**src/rtl/ckx_pkg.sv**
```systemverilog
// ---------------------------------------------------------------------------
// ckx_pkg
// Shared types and constants for the canonical k-mer extractor.
// ---------------------------------------------------------------------------
package ckx_pkg;

   localparam int CHAR_W     = 8;
   localparam int KLEN_W     = 7;
   localparam int HALF_W     = 64;
   localparam int BASE_W     = 2;
   localparam int QUEUE_DEPTH = 2;
   localparam int QPTR_W     = 1;
   localparam int QCNT_W     = 2;

   localparam logic [KLEN_W-1:0] KLEN_RESET = 7'd64;

   localparam logic [CHAR_W-1:0] ASCII_A_UP = 8'h41;
   localparam logic [CHAR_W-1:0] ASCII_C_UP = 8'h43;
   localparam logic [CHAR_W-1:0] ASCII_G_UP = 8'h47;
   localparam logic [CHAR_W-1:0] ASCII_T_UP = 8'h54;
   localparam logic [CHAR_W-1:0] ASCII_A_LO = 8'h61;
   localparam logic [CHAR_W-1:0] ASCII_C_LO = 8'h63;
   localparam logic [CHAR_W-1:0] ASCII_G_LO = 8'h67;
   localparam logic [CHAR_W-1:0] ASCII_T_LO = 8'h74;

   localparam logic [BASE_W-1:0] CODE_A = 2'd0;
   localparam logic [BASE_W-1:0] CODE_C = 2'd1;
   localparam logic [BASE_W-1:0] CODE_G = 2'd2;
   localparam logic [BASE_W-1:0] CODE_T = 2'd3;

   typedef struct packed {
      logic              new_seq;
      logic              is_base;
      logic [BASE_W-1:0] code;
   } ckx_entry_type;

   typedef struct packed {
      logic              write;
      logic [KLEN_W-1:0] data;
   } ckx_csr_type;

endpackage

```
**src/rtl/ckx_req_if.sv**
```systemverilog
// ---------------------------------------------------------------------------
// ckx_req_if
// Sequence character channel: one ASCII character per beat.
// ---------------------------------------------------------------------------
interface ckx_req_if import ckx_pkg::*; ();
   logic              valid;
   logic              ready;
   logic [CHAR_W-1:0] base_char;
   logic              new_sequence;

   modport source (output valid, base_char, new_sequence, input ready);
   modport sink   (input valid, base_char, new_sequence, output ready);
endinterface

```
**src/rtl/ckx_rsp_if.sv**
```systemverilog
// ---------------------------------------------------------------------------
// ckx_rsp_if
// Canonical k-mer channel: one 128-bit k-mer per beat, as two halves.
// ---------------------------------------------------------------------------
interface ckx_rsp_if import ckx_pkg::*; ();
   logic              valid;
   logic              ready;
   logic [HALF_W-1:0] kmer_hi;
   logic [HALF_W-1:0] kmer_lo;

   modport source (output valid, kmer_hi, kmer_lo, input ready);
   modport sink   (input valid, kmer_hi, kmer_lo, output ready);
endinterface

```
**src/rtl/ckx_front.sv**
```systemverilog
// ---------------------------------------------------------------------------
// ckx_front
// Accepts characters, decodes them to 2-bit base codes and holds them in a
// two-entry queue for the back end.
// ---------------------------------------------------------------------------
module ckx_front import ckx_pkg::*; (
   input  logic          clock,
   input  logic          reset,
   ckx_req_if.sink       req_bus,
   output ckx_entry_type q_entry,
   output logic          q_valid,
   input  logic          q_pop
);

   ckx_entry_type             queue_ff [QUEUE_DEPTH];
   logic [QPTR_W-1:0]         wr_ptr_ff, wr_ptr_in;
   logic [QPTR_W-1:0]         rd_ptr_ff, rd_ptr_in;
   logic [QCNT_W-1:0]         count_ff, count_in;
   ckx_entry_type             decoded;
   logic                      push;
   logic                      pop;

   always_comb begin
      decoded.new_seq = req_bus.new_sequence;
      decoded.is_base = 1'b1;
      decoded.code    = CODE_A;
      case (req_bus.base_char)
         ASCII_A_UP, ASCII_A_LO: decoded.code = CODE_A;
         ASCII_C_UP, ASCII_C_LO: decoded.code = CODE_C;
         ASCII_G_UP, ASCII_G_LO: decoded.code = CODE_G;
         ASCII_T_UP, ASCII_T_LO: decoded.code = CODE_T;
         default:                decoded.is_base = 1'b0;
      endcase
   end

   assign req_bus.ready = (count_ff != QCNT_W'(QUEUE_DEPTH));
   assign push          = req_bus.valid && req_bus.ready;
   assign q_valid       = (count_ff != '0);
   assign pop           = q_pop && q_valid;
   assign q_entry       = queue_ff[rd_ptr_ff];

   always_comb begin
      wr_ptr_in = push ? wr_ptr_ff + 1'b1 : wr_ptr_ff;
      rd_ptr_in = pop  ? rd_ptr_ff + 1'b1 : rd_ptr_ff;
      count_in  = count_ff;
      if (push && !pop) begin
         count_in = count_ff + 1'b1;
      end else if (pop && !push) begin
         count_in = count_ff - 1'b1;
      end
   end

   always_ff @(posedge clock) begin
      if (reset) begin
         wr_ptr_ff <= '0;
         rd_ptr_ff <= '0;
         count_ff  <= '0;
      end else begin
         wr_ptr_ff <= wr_ptr_in;
         rd_ptr_ff <= rd_ptr_in;
         count_ff  <= count_in;
      end
   end

   always_ff @(posedge clock) begin
      if (push) begin
         queue_ff[wr_ptr_ff] <= decoded;
      end
   end

   a_count_bound: assert property (@(posedge clock) disable iff (reset)
      count_ff <= QCNT_W'(QUEUE_DEPTH))
      else $error("queue count over depth");

   a_count_track: assert property (@(posedge clock) disable iff (reset)
      (push && !pop) |=> count_ff == $past(count_ff) + 1'b1)
      else $error("queue count missed a push");

endmodule

```
**src/rtl/ckx_back.sv**
```systemverilog
// ---------------------------------------------------------------------------
// ckx_back
// Rolling forward and reverse-complement windows, run count, canonical
// select and the result register.
// ---------------------------------------------------------------------------
module ckx_back import ckx_pkg::*; #(
   parameter int MAX_K = 64
) (
   input  logic          clock,
   input  logic          reset,
   input  ckx_csr_type   csr,
   input  ckx_entry_type q_entry,
   input  logic          q_valid,
   output logic          q_pop,
   ckx_rsp_if.source     rsp_bus
);

   localparam int WIN_W = 2 * MAX_K;
   localparam int RUN_W = $clog2(MAX_K + 1);

   logic [KLEN_W-1:0]   kmer_length_ff;
   logic [WIN_W-1:0]    fwd_ff, fwd_in;
   logic [WIN_W-1:0]    rev_ff, rev_in;
   logic [RUN_W-1:0]    run_ff, run_in;
   logic                rsp_valid_ff, rsp_valid_in;
   logic [2*HALF_W-1:0] rsp_kmer_ff;

   logic [KLEN_W-1:0]   k_eff7;
   logic [RUN_W-1:0]    k_eff;
   logic [WIN_W-1:0]    fwd_base, rev_base, fwd_shift, rev_shift, canon;
   logic [RUN_W-1:0]    run_base, run_next;
   logic [BASE_W-1:0]   comp;
   logic                slot_free;
   logic                emit;

   always_comb begin
      if (kmer_length_ff == '0) begin
         k_eff7 = KLEN_W'(1);
      end else if (kmer_length_ff > KLEN_W'(MAX_K)) begin
         k_eff7 = KLEN_W'(MAX_K);
      end else begin
         k_eff7 = kmer_length_ff;
      end
   end
   assign k_eff = k_eff7[RUN_W-1:0];

   assign slot_free = !rsp_valid_ff || rsp_bus.ready;
   assign q_pop     = q_valid && slot_free;

   assign fwd_base  = q_entry.new_seq ? '0 : fwd_ff;
   assign rev_base  = q_entry.new_seq ? '0 : rev_ff;
   assign run_base  = q_entry.new_seq ? '0 : run_ff;
   assign fwd_shift = WIN_W'({fwd_base, q_entry.code});
   assign rev_shift = rev_base >> 2;
   assign comp      = CODE_T - q_entry.code;

   always_comb begin
      for (int j = 0; j < MAX_K; j++) begin
         if (RUN_W'(j + 1) == k_eff) begin
            fwd_in[2*j +: 2] = fwd_shift[2*j +: 2];
            rev_in[2*j +: 2] = comp;
         end else if (RUN_W'(j) < k_eff) begin
            fwd_in[2*j +: 2] = fwd_shift[2*j +: 2];
            rev_in[2*j +: 2] = rev_shift[2*j +: 2];
         end else begin
            fwd_in[2*j +: 2] = '0;
            rev_in[2*j +: 2] = '0;
         end
      end
      run_next = (run_base < k_eff) ? run_base + 1'b1 : run_base;
      run_in   = q_entry.is_base ? run_next : '0;
      emit     = q_entry.is_base && (run_next >= k_eff);
      canon    = (rev_in < fwd_in) ? rev_in : fwd_in;
   end

   assign rsp_valid_in = slot_free ? (q_pop && emit) : rsp_valid_ff;

   always_ff @(posedge clock) begin
      if (reset) begin
         kmer_length_ff <= KLEN_RESET;
         fwd_ff         <= '0;
         rev_ff         <= '0;
         run_ff         <= '0;
         rsp_valid_ff   <= 1'b0;
      end else begin
         rsp_valid_ff <= rsp_valid_in;
         if (csr.write) begin
            kmer_length_ff <= csr.data;
            fwd_ff         <= '0;
            rev_ff         <= '0;
            run_ff         <= '0;
         end else if (q_pop) begin
            fwd_ff <= q_entry.is_base ? fwd_in : '0;
            rev_ff <= q_entry.is_base ? rev_in : '0;
            run_ff <= run_in;
         end
      end
   end

   always_ff @(posedge clock) begin
      if (q_pop && emit) begin
         rsp_kmer_ff <= (2*HALF_W)'(canon);
      end
   end

   assign rsp_bus.valid   = rsp_valid_ff;
   assign rsp_bus.kmer_hi = rsp_kmer_ff[2*HALF_W-1:HALF_W];
   assign rsp_bus.kmer_lo = rsp_kmer_ff[HALF_W-1:0];

   a_csr_clears_run: assert property (@(posedge clock) disable iff (reset)
      csr.write |=> run_ff == '0)
      else $error("run not cleared by length write");

   a_bad_char_clears: assert property (@(posedge clock) disable iff (reset)
      (q_pop && !q_entry.is_base && !csr.write) |=> (run_ff == '0 && fwd_ff == '0))
      else $error("window not cleared by invalid character");

endmodule

```
**src/rtl/canonical_kmer_extractor.sv**
```systemverilog
// ---------------------------------------------------------------------------
// canonical_kmer_extractor
// Streams DNA characters and emits the canonical 2-bit packed k-mer.
// ---------------------------------------------------------------------------
// Usage:
//   req_bus  : one ASCII character per beat with a new_sequence flag.
//              ACGT/acgt are bases; anything else clears the window.
//   rsp_bus  : one canonical k-mer per beat, kmer_hi/kmer_lo, last base in
//              kmer_lo[1:0]; bits at and above 2k are zero.
//   csr_*    : write of k (0 acts as 1, values above MAX_K act as MAX_K);
//              every write also clears the window. Write only when idle.
//   Throughput: one character per cycle, sustained while the receiver does
//   not stall. The window update and the 128-bit forward/reverse compare are combinational.
//   Path: an accepted character is written to the queue, then read out and
//   its result loaded into the result register that drives rsp_bus.
//   A result appears only once k consecutive bases have been seen.
//   Reset: queue empty, window and run cleared, k = 64.
//   Receiver stall: the result register holds, the back end stops, and the
//   two-entry queue fills before req_bus.ready drops.
// ---------------------------------------------------------------------------
module canonical_kmer_extractor import ckx_pkg::*; #(
   parameter int MAX_K = 64
) (
   input  logic              clock,
   input  logic              reset,
   ckx_req_if.sink           req_bus,
   ckx_rsp_if.source         rsp_bus,
   input  logic              csr_write_enable,
   input  logic [KLEN_W-1:0] csr_write_data
);

   ckx_entry_type q_entry;
   ckx_csr_type   csr;
   logic          q_valid;
   logic          q_pop;

   assign csr.write = csr_write_enable;
   assign csr.data  = csr_write_data;

   ckx_front u_front (
      .clock   (clock),
      .reset   (reset),
      .req_bus (req_bus),
      .q_entry (q_entry),
      .q_valid (q_valid),
      .q_pop   (q_pop)
   );

   ckx_back #(
      .MAX_K (MAX_K)
   ) u_back (
      .clock   (clock),
      .reset   (reset),
      .csr     (csr),
      .q_entry (q_entry),
      .q_valid (q_valid),
      .q_pop   (q_pop),
      .rsp_bus (rsp_bus)
   );

endmodule
```
**src/flat_wrapper.sv**
```systemverilog
// flat-port wrapper written by rule: the top's interface ports become plain ports
module canonical_kmer_extractor_flat import ckx_pkg::*;
#(
   parameter int MAX_K = 64
)
  (clock, reset, csr_write_enable, csr_write_data, req_bus_valid, req_bus_base_char, req_bus_new_sequence, req_bus_ready, rsp_bus_valid, rsp_bus_kmer_hi, rsp_bus_kmer_lo, rsp_bus_ready);
  ckx_req_if req_bus_i ();
  ckx_rsp_if rsp_bus_i ();
  input  logic clock;
  input  logic reset;
  input  logic csr_write_enable;
  input  logic [KLEN_W-1:0] csr_write_data;
  input wire logic [$bits(req_bus_i.valid)-1:0] req_bus_valid;
  input wire logic [$bits(req_bus_i.base_char)-1:0] req_bus_base_char;
  input wire logic [$bits(req_bus_i.new_sequence)-1:0] req_bus_new_sequence;
  output wire logic [$bits(req_bus_i.ready)-1:0] req_bus_ready;
  output wire logic [$bits(rsp_bus_i.valid)-1:0] rsp_bus_valid;
  output wire logic [$bits(rsp_bus_i.kmer_hi)-1:0] rsp_bus_kmer_hi;
  output wire logic [$bits(rsp_bus_i.kmer_lo)-1:0] rsp_bus_kmer_lo;
  input wire logic [$bits(rsp_bus_i.ready)-1:0] rsp_bus_ready;
  assign req_bus_i.valid = req_bus_valid;
  assign req_bus_i.base_char = req_bus_base_char;
  assign req_bus_i.new_sequence = req_bus_new_sequence;
  assign req_bus_ready = req_bus_i.ready;
  assign rsp_bus_valid = rsp_bus_i.valid;
  assign rsp_bus_kmer_hi = rsp_bus_i.kmer_hi;
  assign rsp_bus_kmer_lo = rsp_bus_i.kmer_lo;
  assign rsp_bus_i.ready = rsp_bus_ready;
  canonical_kmer_extractor #(.MAX_K(MAX_K)) u_core (.clock(clock), .reset(reset), .req_bus(req_bus_i), .rsp_bus(rsp_bus_i), .csr_write_enable(csr_write_enable), .csr_write_data(csr_write_data));
endmodule
```
**config.mk**
```make
export PLATFORM = sky130hd
export DESIGN_NAME = canonical_kmer_extractor_flat
export DESIGN_NICKNAME = d
export VERILOG_FILES = /design/src/rtl/ckx_pkg.sv /design/src/rtl/ckx_req_if.sv /design/src/rtl/ckx_rsp_if.sv /design/src/rtl/ckx_front.sv /design/src/rtl/ckx_back.sv /design/src/rtl/canonical_kmer_extractor.sv /design/src/flat_wrapper.sv
export SDC_FILE = /design/constraint.sdc
export NUM_CORES = 1
export LEC_CHECK = 0
export BUFFER_PORTS_ARGS = -buffer_cell sky130_fd_sc_hd__buf_2
export CORE_AREA = 2 2 195 197
export CTS_CLUSTER_DIAMETER = 80
export DETAILED_ROUTE_END_ITERATION = 16
export DIE_AREA = 0 0 197 199
export PLACE_DENSITY = 0.79
export REMOVE_ABC_BUFFERS = 1
export SLEW_MARGIN = 20
export SYNTH_ARGS = -nofsm -noshare
export SYNTH_HDL_FRONTEND = slang
export SYNTH_SLANG_ARGS = --single-unit
export TNS_END_PERCENT = 100
```
**constraint.sdc**
```tcl
create_clock -name clock -period 23.1 [get_ports clock]
set_input_delay 3.465 -clock clock [delete_from_list [all_inputs] [get_ports clock]]
set_output_delay 3.465 -clock clock [all_outputs]
set_load 0.1 [all_outputs]
```
* Yosys cells after proc, flatten, opt, wreduce, memory -nomap -nowiden
Memories as Yosys holds them, arrays and structs flattened. A register that Yosys moved wholly into a read port is not among the register bits. Cells that the tools add are included.
Word-level totals: register bits 401, RAM bits 8, input port bits 21, word-level logic and storage cells 449, memories 1
Cells by class: add/subtract/negate cells 6, order comparisons 68, equality and inequality tests 73, mux-type cells 273, reductions and logical operators 19
Memory list:
- u_core.u_front.queue_ff | depth 2, width 4, rd ports 1, clocked after memory_dff 1, wr ports 1, RTL line ckx_front.sv:15 | ckx_entry_type queue_ff [QUEUE_DEPTH];
Operators by type and width (count):
- $mux W2 | 257
- $mux W128 | 3
- $mux W126 | 2
- $eq A6 B7 Y1 const A | 32
- $lt A6 B7 Y1 const A | 32
- $lt A128 B128 Y1 | 1
- $eq A5 B7 Y1 const A | 16
- $lt A5 B7 Y1 const A | 16
- $eq A8 B7 Y1 const B | 8
- $eq A4 B7 Y1 const A | 8
- $lt A4 B7 Y1 const A | 8
- $mux W7 | 5
- $eq A3 B7 Y1 const A | 4
- $lt A3 B7 Y1 const A | 4
- $eq A2 B7 Y1 const A | 2
- $lt A1 B7 Y1 const A | 2
- $lt A2 B7 Y1 const A | 2
- $reduce_or A2 Y1 | 4
- $reduce_or A8 Y1 | 1
- $add A7 B1 Y7 const B | 1
- $eq A1 B7 Y1 const A | 1
- $eq A7 B7 Y1 const A | 1
- $ge A7 B7 Y1 | 1
- $gt A7 B7 Y1 const B | 1
- other kinds (13) | 27

* Depth between registers and ports, before layout
depth after elaboration 8, gate-level depth with buffers 24, mapped depth without buffers 19

* Cells and area by module
Synthesis repeated with hierarchy kept, for this count alone.
Unflattened totals: cell total of the unflattened synthesis 2561, area, all modules 22335.2 sq um
Modules (own cells, without submodules):
- ckx_back | times used 1, cells each 2513, area an instance 21758.4 sq um, sequential area each 9188.8 sq um
- ckx_front | times used 1, cells each 48, area an instance 576.8 sq um, sequential area each 340.3 sq um

* Least setup slack after synthesis
OpenSTA, ideal clock, no wires.
path kind input-to-reg, start in rsp_bus_ready, end reg u_core.u_back.rsp_kmer_ff[0], enable pin, library setup time 480 ps, arrival time 7121 ps, data required time 22620 ps, path slack 15498 ps, cell stages on the path 7, buffers on the path 2, cells stage by stage nand2b_1 -> o21ai_0 -> clkbuf_1 -> nor2_1 -> clkbuf_1 -> o21ai_0 -> inv_1
On the way: longest elaborated chain between the ends 3
Ends and longest elaborated chain:
- start: declaration | RTL line flat_wrapper.sv:20 | input wire logic [$bits(rsp_bus_i.ready)-1:0] rsp_bus_ready;
- $logic_or A1 B1 Y1 | RTL line ckx_back.sv:47 | assign slot_free = !rsp_valid_ff || rsp_bus.ready;
- $logic_and A1 B1 Y1 | RTL line ckx_back.sv:48 | assign q_pop = q_valid && slot_free;
- $logic_and A1 B1 Y1 | RTL line ckx_back.sv:101 | if (q_pop && emit) begin
- end signal: assignment | RTL line ckx_back.sv:102 | rsp_kmer_ff <= (2*HALF_W)'(canon);
- end: declaration | RTL line ckx_back.sv:26 | logic [2*HALF_W-1:0] rsp_kmer_ff;
No other way between the ends. A chain may end at the register's enable or synchronous reset.

* Worst setup path after layout
start reg u_core.u_back.kmer_length_ff[2], end reg u_core.u_back.rsp_kmer_ff[64] (data pin)
On the way: longest elaborated chain between the ends 8, elaborated cells between the ends (all ways) 389
Ends and longest elaborated chain:
- start: declaration | RTL line ckx_back.sv:21 | logic [KLEN_W-1:0] kmer_length_ff;
- start signal: assignment | RTL line ckx_back.sv:88 | kmer_length_ff <= csr.data;
- $gt A7 B7 Y1 | RTL line ckx_back.sv:39 | end else if (kmer_length_ff > KLEN_W'(MAX_K)) begin
- $mux W7 | RTL line ckx_back.sv:39
- $mux W7 (*) | RTL line ckx_back.sv:37 | if (kmer_length_ff == '0) begin
- $lt A1 B7 Y1, or another cell as far along | RTL line ckx_back.sv:62 | end else if (RUN_W'(j) < k_eff) begin
- $mux W2 | RTL line ckx_back.sv:62
- $mux W2 | RTL line ckx_back.sv:59 | if (RUN_W'(j + 1) == k_eff) begin
- $lt A128 B128 Y1 | RTL line ckx_back.sv:73 | canon = (rev_in < fwd_in) ? rev_in : fwd_in;
- $mux W128 (*) | RTL line ckx_back.sv:73
- via u_core.u_back.canon[64] | RTL line ckx_back.sv:30 | logic [WIN_W-1:0] fwd_base, rev_base, fwd_shift, rev_shift, canon;
Mark *: on every way through the listed nets, which the timed path passes. The rest lies on a longest branch.

==> results.py <==
metrics = {
    "floorplanning": {
        "ioPinCount": 151,
        "initial_core_util": 0.5950,
        "dieArea_um2": 39200,
        "rows": 71,
        "die_h_um": 199,
        "core_area_um2": 37130,
        "die_w_um": 197,
    },
    "synthesis": {
        "yosysSeqAreaShare": 0.4313,
        "syn_inst": 2536,
        "synth-edff-count": 136,
        "synth-seq-cells": 408,
        "synthFlopType": "dfxtp_1",
        "synth_area_um2": 22090,
        "avgSynthCellArea_um2": 8.712,
        "yosysWarnings": 0,
        "synth_cell_types": 85,
        "synthArstFlopShare": 0,
    },
    "clock_tree": {
        "clock_latency_ns": 0.58,
        "ctsHtreeMaxLevel": 2,
        "postCtsSetupRepairBufs": 0,
        "hold_buffers": 0,
        "post_cts_resized": 0,
        "clockBufferDepth": 3,
        "cts_root_buf": "clkbuf_16",
        "clk_pin_slew_ns": 0.06,
        "cts_tree": "done",
        "cts_buffers": 43,
        "clkSinkCount": 408,
    },
    "pwr": {
        "p_leak_uw": 0.009320,
        "finalPower_uw": 2083,
        "ir_drop_mv": 0.08353,
        "power.switching_uw": 775.7,
        "p_seq_frac": 0.369,
        "power.internal_uw": 1308,
        "p_comb_frac": 0.287,
        "clkPwrFrac": 0.345,
        "sw_frac_of_total": 0.3723,
        "power_density_nw_per_um2": 85.41,
    },
    "grt": {
        "grt_pass1_vias": 18849,
        "grt_pass1_wl_um": 99860,
        "grt_max_degree": 174,
        "grt_remaining_overflow": 0,
        "gr-usage-all-layers": 0.3207,
        "antenna_found_initial": 0,
    },
    "finish": {
        "seq_area_um2": 9529,
        "drive_gt1_frac": 0.1076,
        "layout.cells.most_common": "nor2_1",
        "nets": 2753,
        "final_area_um2": 24390,
        "multi_input_area_um2": 11290,
        "nFillCells": 3011,
        "mostFrequentLayoutCells": "nor2_1 (464), dfxtp_1 (272), nand2_1 (211)",
        "diodes": 0,
        "finalNonFillerCells": 3113,
        "syn_to_final_growth_pct": 10.41,
    },
    "sta": {
        "timing.slew.headroom": 0.2435,
        "max_freq_ghz": 0.1343,
        "finalHoldViolations": 0,
        "min_period_over_period": 0.3224,
        "tightest_slew_ns": 1.135,
        "skew_ns": 0.01833,
        "finalWorstSetupSlack_ns": 15.65,
        "setup-violations-final": 0,
        "timing.hold.ws_ns": 0.4772,
        "rsz0062_at_grt": "no",
        "min_period_ns": 7.449,
        "report.final.slew_viol_count": 0,
    },
    "routing": {
        "viasPerCell": 6.308,
        "drc": 0,
        "drt_wl_total_um": 63100,
        "routedWlPerCell_um": 20.27,
        "vias": 19637,
        "firstDrtPassIters": 6,
        "ant_nets": 0,
        "drt_iter0_drc": 2227,
    },
    "placed_design": {
        "port_buffers": 149,
        "placedCellCount": 3033,
        "gp_congestion": 0.9481,
        "pre_cts_ws_ns": 15.84,
        "post_dp_cell_area_um2": 22890,
        "dpl.hpwl_um": 41260,
    },
    "setup_path": {
        "path_max_fanout": 61,
        "critPathCaptureType": "flop",
        "cp.required_ns": 23.44,
        "rr_endpoint": "u_core.u_back.rsp_kmer_ff[64]",
        "cp-startpoint": "u_core.u_back.kmer_length_ff[2]",
        "timing.rr.start": "u_core.u_back.kmer_length_ff[2]",
        "cp_slowest_cell": "nor3_1",
        "crit_arrival_ns": 7.79,
        "reg2regPathDepth": 20,
        "cpPeakStageDelay_ns": 1.00,
        "rrSetupSlack_ns": 15.65,
        "critical_path_class": "flop to flop",
        "crit_chain": "buf_4 > nor2b_1 > clkinv_1 > nor3_1 > nand2_1 > and2_1 > nand2_1 > o21ai_0 > ha_1 > a21oi_1 > nand2_1 > a21o_1 > o211a_1 > o21ai_0 > o21ai_0 > a221oi_2 > o31ai_4 > buf_4 > buf_4 > mux2i_1",
        "cp-start-kind": "flop",
    },
    "min_path": {
        "hp-class": "flop to flop",
        "whs_path_depth": 2,
        "min_to": "u_core.u_back.fwd_ff[33]",
        "min-delay-start": "u_core.u_back.fwd_ff[33]",
    },
    "run_status": {
        "status": "finished clean",
    },
    "flow_run": {
        "max_cap_viol_count": 0,
    },
}
==> stage by stage <==
stage                     setup TNS, ns  utilization
after floorplan                -2562.63            -
after global routing                  0       0.6569
after detailed placement              0       0.6166
after global placement                0       0.6166
after CTS                             0       0.6560
final                                 0       0.6569
==> worst max-delay path: cells and delay by family, from the launching register on <==
family                   cells  cell delay [ns]
buffers and inverters        4             2.23
multiplexers                 1             0.50
adder cells (fa/ha/maj)      1             0.42
AND/OR/NAND/NOR              6             2.01
AO/OA/AOI/OAI                8             1.69
flip-flops                   1             0.31
==> how the worst max path moves through the flow <==
stage | endpoint | slack [ns] | depth (start not counted)
2_1_floorplan | u_core.u_back.rsp_kmer_ff[0] | -11.07 | 4
3_3_place_gp | u_core.u_back.rsp_kmer_ff[33] | 16.02 | 22
3_5_place_dp | u_core.u_back.rsp_kmer_ff[33] | 15.84 | 22
4_1_cts | u_core.u_back.rsp_kmer_ff[33] | 15.80 | 22
5_1_grt | u_core.u_back.rsp_kmer_ff[64] | 15.22 | 22
6_report | u_core.u_back.rsp_kmer_ff[64] | 15.65 | 20
==> power groups by stage <==
stage | Combinational [µW] | Sequential, µW | Clock [µW]
after CTS | 576 | 768 | 725
after detailed placement | 575 | 784 | 0
after global routing | 624 | 770 | 753
final | 597 | 768 | 718
after floorplan | 364 | 839 | 0
after global placement | 567 | 783 | 0
==> flip-flops by register name (all words and copies together) (netlist names), named ones only <==
name	cells
u_core.u_back.rsp_kmer_ff	128
u_core.u_back.fwd_ff	126
u_core.u_back.rev_ff	126
u_core.u_front.queue_ff	8
u_core.u_back.kmer_length_ff	7
u_core.u_back.run_ff	7
u_core.u_front.count_ff	2
u_core.u_back.rsp_bus.valid	1
u_core.u_front.rd_ptr_ff	1
u_core.u_front.wr_ptr_ff	1
==> cell usage after synthesis, types with 21 or more instances <==
cell	n	area (µm²)
ha_1	127	1589
clkbuf_1	104	390.4
a21oi_1	201	1006
nand2_1	211	792.0
buf_1	26	97.59
edfxtp_1	136	4084
nor2_1	465	1745
o21ai_0	114	570.6
nand3_1	109	545.5
nand4_1	21	131.4
mux2i_1	136	1361
dfxtp_1	272	5445
inv_1	134	503.0
a22oi_1	134	1006
and2_1	26	162.7
nor3_1	25	125.1
==> layout make-up <==
type,count,area share
multi-input combinational,1837,0.4629
timing repair buffer,180,0.04129
sequential,408,0.3906
clock buffer,62,0.05211
tap,474,0.02431
clock inverter,17,0.007899
inverter,135,0.02088
==> cells by family after synthesis <==
family	after synthesis	share of synthesized area
muxes	146	0.06671
DFF	408	0.4313
AOI/OAI and AO/OA	580	0.1670
xor gates and xnor gates	16	0.006343
and+or+nand+nor	963	0.1940
buffers and inverters	291	0.06042
adders and majority gates	132	0.07419
==> routing by layer <==
layer | part of all wire | vias up | routed length (µm) | GRT usage
li1 | - | 9145 | - | -
met1 | 0.42 | 9350 | 26360 | 0.4314
met2 | 0.45 | 950 | 28430 | 0.5112
met3 | 0.087 | 192 | 5497 | 0.04476
met4 | 0.044 | 0 | 2807 | 0.1557
met5 | 0 | - | 0 | 0
Power figures use the tool's default switching activity.
